`src/rtl/core/mas_pkg.sv`:
```
// Shared constants, types and helpers for the masked argmax select block.
// Used by every module under rtl/core; depends on nothing else.
package mas_pkg;

    // Sizing of the run and of stored values.
    localparam int MAX_CANDIDATES = 16;
    localparam int VALUE_BITS     = 16;

    // Fixed field widths of the stream items and registers.
    localparam int TABLE_DEPTH = 16;
    localparam int ADDR_W      = 4;
    localparam int VALUE_IN_W  = 16;
    localparam int INDEX_W     = 4;
    localparam int CNT_W       = 5;
    localparam int CFG_W       = 5;
    localparam int CFG_IDX_W   = 1;
    localparam int S_TDATA_W   = 32;
    localparam int M_TDATA_W   = 8;

    // Derived widths for the run position and the stored best position.
    localparam int RUN_W = $clog2(MAX_CANDIDATES + 1);
    localparam int POS_W = $clog2(MAX_CANDIDATES);

    // Configuration register indexes.
    localparam logic [CFG_IDX_W-1:0] REG_USE_INDEX_MAP   = 1'd0;
    localparam logic [CFG_IDX_W-1:0] REG_CANDIDATE_COUNT = 1'd1;

    // Item kinds carried on tuser.
    localparam logic OP_LOAD = 1'b0;
    localparam logic OP_CAND = 1'b1;

    typedef logic [VALUE_BITS-1:0] value_t;
    typedef logic [RUN_W-1:0]      run_t;
    typedef logic [POS_W-1:0]      pos_t;
    typedef logic [ADDR_W-1:0]     addr_t;

    // One candidate as seen by the argmax core.
    typedef struct packed {
        logic   valid;
        value_t value;
    } cand_t;

    // One result item.
    typedef struct packed {
        logic               any_valid;
        logic [INDEX_W-1:0] best_index;
    } result_t;

    // Effective run length: zero acts as one, large counts clamp to the maximum.
    function automatic run_t run_length(input logic [CNT_W-1:0] cnt);
        run_t len;
        if (cnt == '0) begin
            len = run_t'(1);
        end else if (int'(cnt) > MAX_CANDIDATES) begin
            len = run_t'(MAX_CANDIDATES);
        end else begin
            len = run_t'(cnt);
        end
        return len;
    endfunction

endpackage

```
`src/rtl/core/mas_value_table.sv`:
```
// Value table of the masked argmax select block: sixteen stored values.
// One write port and one combinational read port; depends on mas_pkg.
module mas_value_table (
    input  logic             aclk,
    input  logic             wr_en,
    input  mas_pkg::addr_t   wr_addr,
    input  mas_pkg::value_t  wr_data,
    input  mas_pkg::addr_t   rd_addr,
    output mas_pkg::value_t  rd_data
);
    import mas_pkg::*;

    // No reset value; the user must load before reading; not enforced.
    value_t entry_reg [TABLE_DEPTH];

    // Load requests write one entry.
    always_ff @(posedge aclk) begin
        if (wr_en) begin
            entry_reg[wr_addr] <= wr_data;
        end
    end

    // Candidate lookup in indexed mode.
    assign rd_data = entry_reg[rd_addr];

endmodule

```
`src/rtl/core/mas_argmax_core.sv`:
```
// Running best tracker of the masked argmax select block.
// Holds best value, position, seen flag and run position; depends on mas_pkg.
module mas_argmax_core (
    input  logic               aclk,
    input  logic               aresetn,
    input  logic               step,
    input  mas_pkg::cand_t     cand,
    input  mas_pkg::run_t      run_len,
    output logic               run_last,
    output mas_pkg::result_t   result
);
    import mas_pkg::*;

    value_t best_value_reg, best_value_next;
    pos_t   best_pos_reg,   best_pos_next;
    logic   best_seen_reg,  best_seen_next;
    run_t   run_pos_reg,    run_pos_next;

    logic                take;
    logic [RUN_W:0]      pos_plus_one;

    // A valid candidate wins if no best is held or if strictly greater.
    assign take = cand.valid && (!best_seen_reg || (best_value_reg < cand.value));

    // The run ends once the candidates stepped in reach the current length.
    assign pos_plus_one = {1'b0, run_pos_reg} + (RUN_W + 1)'(1);
    assign run_last     = pos_plus_one >= {1'b0, run_len};

    // Result as it stands after this candidate is folded in.
    always_comb begin
        result.best_index = take ? INDEX_W'(run_pos_reg) : INDEX_W'(best_pos_reg);
        result.any_valid  = take || best_seen_reg;
    end

    // Next state: fold in the candidate, or clear at the end of the run.
    always_comb begin
        best_value_next = best_value_reg;
        best_pos_next   = best_pos_reg;
        best_seen_next  = best_seen_reg;
        run_pos_next    = run_pos_reg;
        if (step) begin
            if (run_last) begin
                best_value_next = '0;
                best_pos_next   = '0;
                best_seen_next  = 1'b0;
                run_pos_next    = '0;
            end else begin
                if (take) begin
                    best_value_next = cand.value;
                    best_pos_next   = POS_W'(run_pos_reg);
                    best_seen_next  = 1'b1;
                end
                run_pos_next = RUN_W'(pos_plus_one);
            end
        end
    end

    always_ff @(posedge aclk) begin
        if (!aresetn) begin
            best_value_reg <= '0;
            best_pos_reg   <= '0;
            best_seen_reg  <= 1'b0;
            run_pos_reg    <= '0;
        end else begin
            best_value_reg <= best_value_next;
            best_pos_reg   <= best_pos_next;
            best_seen_reg  <= best_seen_next;
            run_pos_reg    <= run_pos_next;
        end
    end

endmodule

```
`src/rtl/core/masked_argmax_select_top.sv`:
```
// Top level of the masked argmax select block: stream ports, input and result
// registers, configuration registers. Depends on mas_pkg, mas_value_table, mas_argmax_core.
//
// Channel   Direction  Moves
// s_        in         load or candidate request, kind on tuser
// m_        out        one result request at the end of each run
// cfg_      in         register write, no read-back
//
// Requests pass through the input register, one per cycle while no run-ending one stalls.
// A run-ending candidate is written to the result register as it leaves the input register.
// Synchronous reset clears the running best, run position, input and result valid flags.
// A held result stalls only a run-ending candidate; loads and other candidates pass.
// Indexed mode reads an entry loaded by an earlier request, visible on the next one.
module masked_argmax_select_top (
    input  logic                          aclk,
    input  logic                          aresetn,
    // Input stream
    input  logic                          s_tvalid,
    output logic                          s_tready,
    // s_tdata: entry_addr[3:0], value[19:4], valid_bit[20], map_index[24:21], zero pad
    input  logic [mas_pkg::S_TDATA_W-1:0] s_tdata,
    // s_tuser: opcode[0]
    input  logic                          s_tuser,
    // Result stream
    output logic                          m_tvalid,
    input  logic                          m_tready,
    // m_tdata: best_index[3:0], any_valid[4], zero pad
    output logic [mas_pkg::M_TDATA_W-1:0] m_tdata,
    // Configuration write port
    input  logic                          cfg_wr_en,
    input  logic [mas_pkg::CFG_IDX_W-1:0] cfg_index,
    input  logic [mas_pkg::CFG_W-1:0]     cfg_wdata
);
    import mas_pkg::*;

    // Configuration registers.
    logic             use_index_map_reg;
    logic [CNT_W-1:0] candidate_count_reg;

    always_ff @(posedge aclk) begin
        if (!aresetn) begin
            use_index_map_reg   <= 1'b0;
            candidate_count_reg <= CNT_W'(16);
        end else if (cfg_wr_en) begin
            case (cfg_index)
                REG_USE_INDEX_MAP:   use_index_map_reg   <= cfg_wdata[0];
                REG_CANDIDATE_COUNT: candidate_count_reg <= cfg_wdata[CNT_W-1:0];
                default: ;
            endcase
        end
    end

    // Input register.
    logic                  in_valid_reg;
    logic                  in_op_reg;
    addr_t                 in_addr_reg;
    logic [VALUE_IN_W-1:0] in_value_reg;
    logic                  in_cvalid_reg;
    addr_t                 in_midx_reg;

    logic    advance;
    logic    out_free;
    logic    is_cand;
    logic    run_last;
    logic    ends_run;
    value_t  table_rd;
    cand_t   cand;
    result_t result_next;
    result_t result_reg;
    logic    m_valid_reg;

    assign s_tready = !in_valid_reg || advance;

    always_ff @(posedge aclk) begin
        if (!aresetn) begin
            in_valid_reg <= 1'b0;
        end else if (s_tready) begin
            in_valid_reg <= s_tvalid;
        end
    end

    always_ff @(posedge aclk) begin
        if (s_tvalid && s_tready) begin
            in_op_reg     <= s_tuser;
            in_addr_reg   <= s_tdata[3:0];
            in_value_reg  <= s_tdata[19:4];
            in_cvalid_reg <= s_tdata[20];
            in_midx_reg   <= s_tdata[24:21];
        end
    end

    // The held request moves on unless it ends a run and the result is still held.
    assign is_cand  = in_op_reg == OP_CAND;
    assign ends_run = is_cand && run_last;
    assign out_free = !m_valid_reg || m_tready;
    assign advance  = in_valid_reg && (!ends_run || out_free);

    mas_value_table u_table (
        .aclk    (aclk),
        .wr_en   (advance && (in_op_reg == OP_LOAD)),
        .wr_addr (in_addr_reg),
        .wr_data (VALUE_BITS'(in_value_reg)),
        .rd_addr (in_midx_reg),
        .rd_data (table_rd)
    );

    // Candidate value comes from the table in indexed mode.
    always_comb begin
        cand.valid = in_cvalid_reg;
        cand.value = use_index_map_reg ? table_rd : VALUE_BITS'(in_value_reg);
    end

    mas_argmax_core u_core (
        .aclk     (aclk),
        .aresetn  (aresetn),
        .step     (advance && is_cand),
        .cand     (cand),
        .run_len  (run_length(candidate_count_reg)),
        .run_last (run_last),
        .result   (result_next)
    );

    // Result register.
    always_ff @(posedge aclk) begin
        if (!aresetn) begin
            m_valid_reg <= 1'b0;
        end else if (advance && ends_run) begin
            m_valid_reg <= 1'b1;
        end else if (m_tready) begin
            m_valid_reg <= 1'b0;
        end
    end

    always_ff @(posedge aclk) begin
        if (advance && ends_run) begin
            result_reg <= result_next;
        end
    end

    assign m_tvalid = m_valid_reg;
    assign m_tdata  = M_TDATA_W'({result_reg.any_valid, result_reg.best_index});

endmodule

```
`config.mk`:
```
export PLATFORM = sky130hd
export DESIGN_NAME = masked_argmax_select_top
export DESIGN_NICKNAME = d
export VERILOG_FILES = /design/src/rtl/core/mas_pkg.sv /design/src/rtl/core/mas_value_table.sv /design/src/rtl/core/mas_argmax_core.sv /design/src/rtl/core/masked_argmax_select_top.sv
export SDC_FILE = /design/constraint.sdc
export NUM_CORES = 1
export LEC_CHECK = 0
export BUFFER_PORTS_ARGS = -buffer_cell sky130_fd_sc_hd__buf_4
export CAP_MARGIN = 20
export CORE_ASPECT_RATIO = 1.75
export CORE_MARGIN = 5
export CORE_UTILIZATION = 50
export DETAILED_ROUTE_END_ITERATION = 12
export PLACE_DENSITY = 0.68
export SYNTH_ARGS = -nofsm -noshare
export SYNTH_HDL_FRONTEND = slang
export SYNTH_SLANG_ARGS = --single-unit
```
`constraint.sdc`:
```
create_clock -name aclk -period 8.75 [get_ports aclk]
set_input_delay 0.4375 -clock aclk [delete_from_list [all_inputs] [get_ports aclk]]
set_output_delay 0.4375 -clock aclk [all_outputs]
set_load 0.01 [all_outputs]
```
After elaboration in Yosys (flattened, before gate mapping)
Memories as Yosys holds them, arrays and structs flattened. A register that Yosys moved wholly into a read port is not among the register bits. Cells that the tools add are included.

Register bits: 65. RAM bits: 256. Bits of input ports: 44. Output and inout port bits: 10. Word-level logic and storage cells: 59. Memories kept: 1.

Memories: u_table.entry_reg (words 16, width 16, rd ports 1, clocked after memory_dff 1, wr ports 1, RTL line mas_value_table.sv:14) `value_t entry_reg [TABLE_DEPTH];`.

Add/sub/neg operators: 1. Order comparisons: 3. Mux-type cells: 15. Bitwise operators: 2. Reduce and logical (&&, ||, !) cells: 22.

Operators by type and width (number): $mux 16 (3); $lt 16x16->1 (1); $mux 5 (3); $mux 4 (3); $logic_and 1x1->1 (7); $add 5x1->6 const B (1); $ge 6x5->1 (1); $mux 1 (6); $reduce_and 2->1 (3); $gt 5x5->1 const B (1); $logic_not 5->1 (1); $logic_or 1x1->1 (5); $logic_not 1->1 (4); $reduce_bool 2->1 (2); $not 1->1 (2).

Depth between registers and ports, before layout
Gate-level depths: netlist of run 1.

Depth after elaboration: 11. Mapped depth: 14. Gate-level depth less buffers: 11.

Hierarchy
From an unflattened synthesis of run 1, not the netlist that was laid out.

Cell total of the unflattened synthesis: 676. Area total of the unflattened synthesis: 12871.1 sq um.

By module, submodules not included: mas_value_table (instances 1, cells an instance 416, area each 9723.1 sq um, seq. area each 7687.4 sq um); mas_argmax_core (instances 1, cells an instance 161, area each 1576.5 sq um, seq. area each 520.5 sq um); masked_argmax_select_top (instances 1, cells an instance 99, area each 1571.5 sq um, seq. area each 1091.0 sq um).

Worst setup path before layout of run 1
Ideal clock, no wire load.

Path type: reg-to-reg. From: register with a tool-made name. To: register result_reg (netlist bit m_tdata[0]) (data pin). Setup time: 0.260 ns. Arrival: 3.519 ns. Data required time: 8.490 ns. Path slack: 4.971 ns. Cell stages (with the launch flop): 14. Buffers on the path: 2. Period minus slack after synthesis: 3.779 ns. Path through: dfxtp_1 -> clkbuf_1 -> clkbuf_1 -> mux4_2 -> mux4_1 -> mux2i_1 -> ha_1 -> nand3_1 -> nor3_1 -> nand2_1 -> o311ai_2 -> o21ai_2 -> nand2_1 -> mux2_2.

RTL lines: end signal, assigned (RTL line masked_argmax_select_top.sv:136) `result_reg <= result_next;`; end, declared (RTL line masked_argmax_select_top.sv:69) `result_t result_reg;`.

==> run metrics, run 1 <==
critical path class flip-flop to flip-flop; row count 77; Seq cells post-synth 325; CTS clk-pin slew, worst paths 0.07 ns; max reg flops 256; Leak Pwr 4.85 nW; CTS buffer count 28; initial antenna violation count 0; CTS Buffer Depth 3; DR iter-0 viols 484; antenna-violating nets left 0; RSZ-0062 raised after global routing no; CTS tree yes; DRC Markers 0; crit-path cells buf_4 > mux4_2 > mux4_2 > mux2i_1 > ha_1 > nand2_1 > nor3_1 > nand2_1 > o311ai_2 > nor4_4 > nor3_4 > a2bb2o_4; # diodes 0; synth unique cells 52; first-pass GRT wire length 40700 µm; fillers 1835; met2 WL post-DR 14800 µm; mapped cell area 0.0129 mm²; DRT met1 WL 9800 µm; multi-input logic area 0.00336 mm²; Via Count 6305; CP required 9.24 ns; total gr overflow 0; Syn Area/Cell 20.0 µm²; Hold Buf Count CTS 0; max cap viols 0; worst vdd rail ir drop 0.145 mV; EDFF count, synth 287; startpoint types flip-flop; Final Cycle Share 0.614; reg-to-reg slack, setup 3.38 ns; CTS sink cnt 325; Initial Utilization 0.510; gr usage total 0.185; asr flop ratio synth 0; slowest cell delay on critical path 0.82 ns; vias in the first global route 6639; fmax 186 MHz; vias per cell 6.00; Top delay family on crit path simple AND/OR/NAND/NOR gates; Rel. slew slack 0.301; die area 0.0293 mm²; DRT Pass-1 Iters 7; Worst Tran Pin Value 1.05 ns; worst skew pair latency 0.55 ns; H-tree depth 1; Post-Syn Instances 644; input/output buffers 43; DRT Wirelength 27100 µm; # Post-CTS Setup Buffers 0; crit path max fanout 33; fin crit period 5.37 ns; Primary FF master, synth edfxtp_1; Core Region 0.0253 mm²; placed insts 999; Seq/Total Area, Yosys 0.726; Die X 131 µm; WL met3 1490 µm; Layout Cells excl Fill 1051; largest net degree at the start of global routing 40; RePlAce Congestion 0.788; area delta synth->final 13.2%; status complete, no violations; Worst Hold Class input port to flip-flop; Fin Hold WS 0.0611 ns; Final Skew 0.00978 ns; DPL Wire Length 16300 µm; critical path capture point type flip-flop; CTS Root Cell clkbuf_16; dpl cell area 0.0137 mm²; WP buf/inv 1; Final Max Tran Viols 0; total negative slack 0 ns; Top Layer Used met4; post-DR wirelength/cell 25.8 µm; chip height 223 µm; fin area 0.0146 mm²; layout cell share with drive strength beyond 1 0.291; Final Setup Violations 0; slowest CP cell nor3_4; cells resized by post-CTS repair 0; YS warnings 0; PwrDens 218 mW/mm²; Worst Path Arrival 5.86 ns; NumNets Final 778; Ports 54; FF/Latch Area 0.00938 mm²; Hold Fails Final Rpt 0
[per-layer routing]
metal  vias up  global-route usage
met5         -                   0
met1      3262               0.217
li1       2778                   -
met2       200               0.336
met4         0              0.0757
met3        65              0.0294
[final cells by class]
type / count / share of cell area
Sequential cell: 325 / 0.642
Clock buffer: 37 / 0.0531
Inverter: 9 / 0.00231
Tap cell: 316 / 0.0270
Multi-Input combinational cell: 284 / 0.230
Clock inverter: 15 / 0.0123
Timing Repair Buffer: 65 / 0.0334
[power by group]
group          leakage [nW]  switching, mW  internal [mW]  total (mW)
Sequential             2.91         0.0359           1.71        1.74
Clock                 0.464          0.540          0.742        1.28
Combinational          1.47         0.0764         0.0897       0.166
Total                  4.85          0.652           2.54        3.19
[synthesized netlist by cell type, types with 5 or more instances]
cell type,instances,area [µm²]
ha_1,21,263
edfxtp_1,287,8620
nand2_1,19,71.3
buf_2,7,35.0
clkbuf_1,10,37.5
mux2_2,8,90.1
nand2b_1,5,31.3
buf_4,5,37.5
mux2i_1,20,200
nor3_1,9,45.0
dfxtp_1,38,761
o21ai_0,5,25.0
o2bb2ai_1,15,131
inv_1,9,33.8
mux4_2,75,1690
a21oi_1,14,70.1
nand3_1,11,55.1
nor2_1,32,120
[cells in the final DEF (no fill, tap or decap), types with 3 or more instances in the layout]
cell type / count
clkinv_1: 3
edfxtp_1: 287
o2bb2ai_1: 15
clkbuf_16: 29
nand3_1: 11
a22oi_1: 3
clkbuf_1: 6
clkinv_2: 5
mux4_2: 75
nor3_1: 5
conb_1: 3
nor2_1: 32
nor3_2: 5
nand4_1: 3
mux2_2: 8
mux2i_1: 20
nand2b_1: 5
nand2_1: 19
mux4_1: 4
bufinv_16: 4
dfxtp_1: 36
a21oi_1: 14
inv_1: 9
ha_1: 21
a2bb2o_4: 4
buf_4: 65
nor2b_1: 3
o21ai_0: 5
[final timing paths]
kind / startpoint / end / cells past startpoint
setup reg to reg: flip-flop / u_core.best_pos_reg[1] / 12
setup / recovery: flip-flop / u_core.best_pos_reg[1] / 12
hold / removal: s_tdata[10] / in_value_reg[6] / 1
hold reg to reg: candidate_count_reg[0] / candidate_count_reg[0] / 2
[cell families after synthesis]
family	share of synthesized area
other	0.000290
buffers and inverters	0.0153
XOR/XNOR	0.00204
multiplexers	0.161
AND/OR/NAND/NOR	0.0389
flip-flops	0.726
adder cells (fa/ha/maj)	0.0204
AO/OA/AOI/OAI	0.0352
[per-stage QoR]
stage / worst slack, ns / util / power, mW
after global placement: 3.44 / 0.539 / 1.94
after detailed placement: 3.33 / 0.539 / 1.94
final: 3.38 / 0.577 / 3.19
after global routing: 2.97 / 0.577 / 3.29
after floorplan: 4.97 / - / 1.89
after CTS: 3.29 / 0.577 / 3.22
[worst register-to-register path, stage by stage (launching register included)]
cell,delay (ns)
dfxtp_4,0.74
buf_4,0.68
mux4_2,0.64
mux4_2,0.49
mux2i_1,0.34
ha_1,0.21
nand2_1,0.06
nor3_1,0.51
nand2_1,0.13
o311ai_2,0.39
nor4_4,0.09
nor3_4,0.82
a2bb2o_4,0.24
Note: power is estimated with default switching activity, not from simulation.
==> run 2: changes to the inputs <==
- clock period: 8.75 -> 5.1 ns (I/O delays scaled with it)
==> run 2 against run 1 <==
Clock skew up 0.0019 ns. Final area up 2.9%. Global-route usage up 0.84 points.
==> run metrics, run 2 (synthesis results as in run 1) <==
crit path max fanout 27 (-18%); most frequent cells in the layout 287 x edfxtp_1, 75 x mux4_2, 68 x buf_4; CTS clk-pin slew, worst paths 0.07 ns (about the same); DR iter-0 viols 440 (-9.1%); reg2reg path depth 13 (+1); DRT Wirelength 28100 µm (+3.5%); multi-input logic area 0.00336 mm² (unchanged); NumNets Final 818 (+5.1%); startpoint types flip-flop; gr usage total 0.193 (+0.00843); H-tree depth 1 (unchanged); status complete, no violations; fin crit period 4.47 ns (-0.904 ns); RePlAce Congestion 0.806 (+2.3%); DRT Pass-1 Iters 4 (-3); CTS buffer count 29 (+3.6%); area delta synth->final 16.5%; Final Setup Violations 0 (unchanged); Final Max Tran Viols 0 (unchanged); Hold Fails Final Rpt 0 (unchanged); DRC Markers 0 (unchanged); # diodes 0 (unchanged); CTS Buffer Depth 3 (unchanged); Worst Hold Class input port to flip-flop; CTS Root Cell clkbuf_16; row count 77 (unchanged); Worst Path Arrival 4.93 ns (-0.93 ns); worst vdd rail ir drop 0.266 mV (+83%); layout cell share with drive strength beyond 1 0.285 (-0.00600); input/output buffers 43 (unchanged); crit-path cells buf_12 > mux4_2 > mux4_2 > mux2i_1 > ha_1 > nand2_1 > nor3_1 > nand2_1 > o311ai_2 > nor4_4 > nor3_4 > buf_4 > o2bb2ai_1; reg-to-reg slack, setup 0.63 ns (-2.75 ns); Final Skew 0.0117 ns (+0.00189 ns); critical path capture point type flip-flop; Hold EP candidate_count_reg[1]; PwrDens 367 mW/mm² (+68%); Worst Hold Launch cfg_index; CTS sink cnt 325 (unchanged); Rel. slew slack 0.470 (+0.169); FF/Latch Area 0.00938 mm² (unchanged); Hold Crit Depth 3 (+2); post-DR wirelength/cell 25.7 µm (-0.27%); slowest cell delay on critical path 0.57 ns (-0.25 ns); fmax 224 MHz (+20%); vias in the first global route 6989 (+5.3%); slowest CP cell dfxtp_4; chip height 223 µm (unchanged); total negative slack 0 ns (unchanged); total gr overflow 0 (unchanged); Final Cycle Share 0.876 (+0.262); initial antenna violation count 0 (unchanged); post-layout util 0.594 (+0.0167); DPL Wire Length 16700 µm (+2.2%); Initial Utilization 0.510 (unchanged); first-pass GRT wire length 42500 µm (+4.3%); CTS tree yes; vias per cell 5.97 (-0.46%); Core Region 0.0253 mm² (unchanged); most common cell after layout, fill and taps aside edfxtp_1; largest net degree at the start of global routing 46 (+15%); FF-to-FF End u_core.best_value_reg[13]; max cap viols 0 (unchanged); Die X 131 µm (unchanged); Leak Pwr 5.03 nW (+3.6%); # Post-CTS Setup Buffers 0 (unchanged); Via Count 6515 (+3.3%); Worst Tran Pin Value 0.794 ns (-0.255 ns); cells resized by post-CTS repair 0 (unchanged); worst skew pair latency 0.55 ns (about the same); critical path class flip-flop to flip-flop; Ports 54 (unchanged); die area 0.0293 mm² (unchanged); fillers 1781 (-2.9%); max reg flops 256 (unchanged); CP required 5.56 ns (-3.68 ns); antenna-violating nets left 0 (unchanged); pre-CTS setup slack 0.561 ns (-2.77 ns); RSZ-0062 raised after global routing no; PnR worst setup slack 0.633 ns (-2.75 ns)
run 2: cell types whose count changed in the layout (fill, tap and decap cells not counted):
cell           previous run  this run
clkbuf_1                  6         8
dlygate4sd3_1             0        33
clkinv_2                  5         4
buf_12                    0         3
clkinv_1                  3         1
clkinvlp_4                2         4
buf_4                    65        68
run 2: critical path: cells and delay by family, from the launching register on:
kind / cells / cell delay, ns
buf+inv: 2 / 0.57
simple gates: 5 / 1.14
mux: 3 / 1.29
fa+ha+maj: 1 / 0.23
flops: 1 / 0.57
compound gates: 2 / 0.53
run 2: routing by layer:
metal / share of wire / global-route usage
met5: 0 / 0
met2: 0.55 / 0.354
met4: 0.038 / 0.0774
met1: 0.36 / 0.226
met3: 0.052 / 0.0294
run 2: area by class of cell:
cell class                      count  share of cell area
Clock buffer                       39              0.0521
Inverter                            9             0.00225
Sequential cell                   325               0.624
Timing Repair Buffer              104              0.0599
Clock inverter                     14              0.0121
Multi-Input combinational cell    284               0.223
Tap cell                          316              0.0263
run 2: how the worst max path moves through the flow:
stage / start / end / slack [ns] / depth (start not counted)
after floorplan: flip-flop / m_tdata[0] / 1.32 / 13
after global placement: flip-flop / u_core.best_value_reg[6] / 0.64 / 13
after detailed placement: flip-flop / u_core.best_value_reg[13] / 0.56 / 13
after CTS: flip-flop / u_core.best_value_reg[13] / 0.54 / 13
after global routing: flip-flop / u_core.best_value_reg[8] / 0.27 / 13
final: flip-flop / u_core.best_value_reg[13] / 0.63 / 13
run 2: repair_timing:
item,4_1_cts,5_1_grt
endpoints found under the hold margin,37,0
setup endpoints to repair,0,0
hold buffers,33,0
run 2: metrics by stage:
step | std cells | cell area, µm² | hold WS [ns] | power [mW]
final | 1091 | 15000 | 0.0307 | 5.51
after global routing | 1091 | 15000 | 0.0229 | 5.70
after CTS | 1091 | 15000 | 0.00909 | 5.56
after detailed placement | 1005 | 13700 | 0.434 | 3.35
after global placement | 1005 | 13700 | 0.433 | 3.33
after floorplan | 646 | 12900 | 0.327 | 3.24
run 2: where the power goes:
group | internal [mW] | leakage, nW | switching (mW) | total, mW
clock | 1.28 | 0.460 | 0.926 | 2.21
combinational | 0.177 | 1.65 | 0.152 | 0.330
sequential | 2.93 | 2.91 | 0.0484 | 2.98
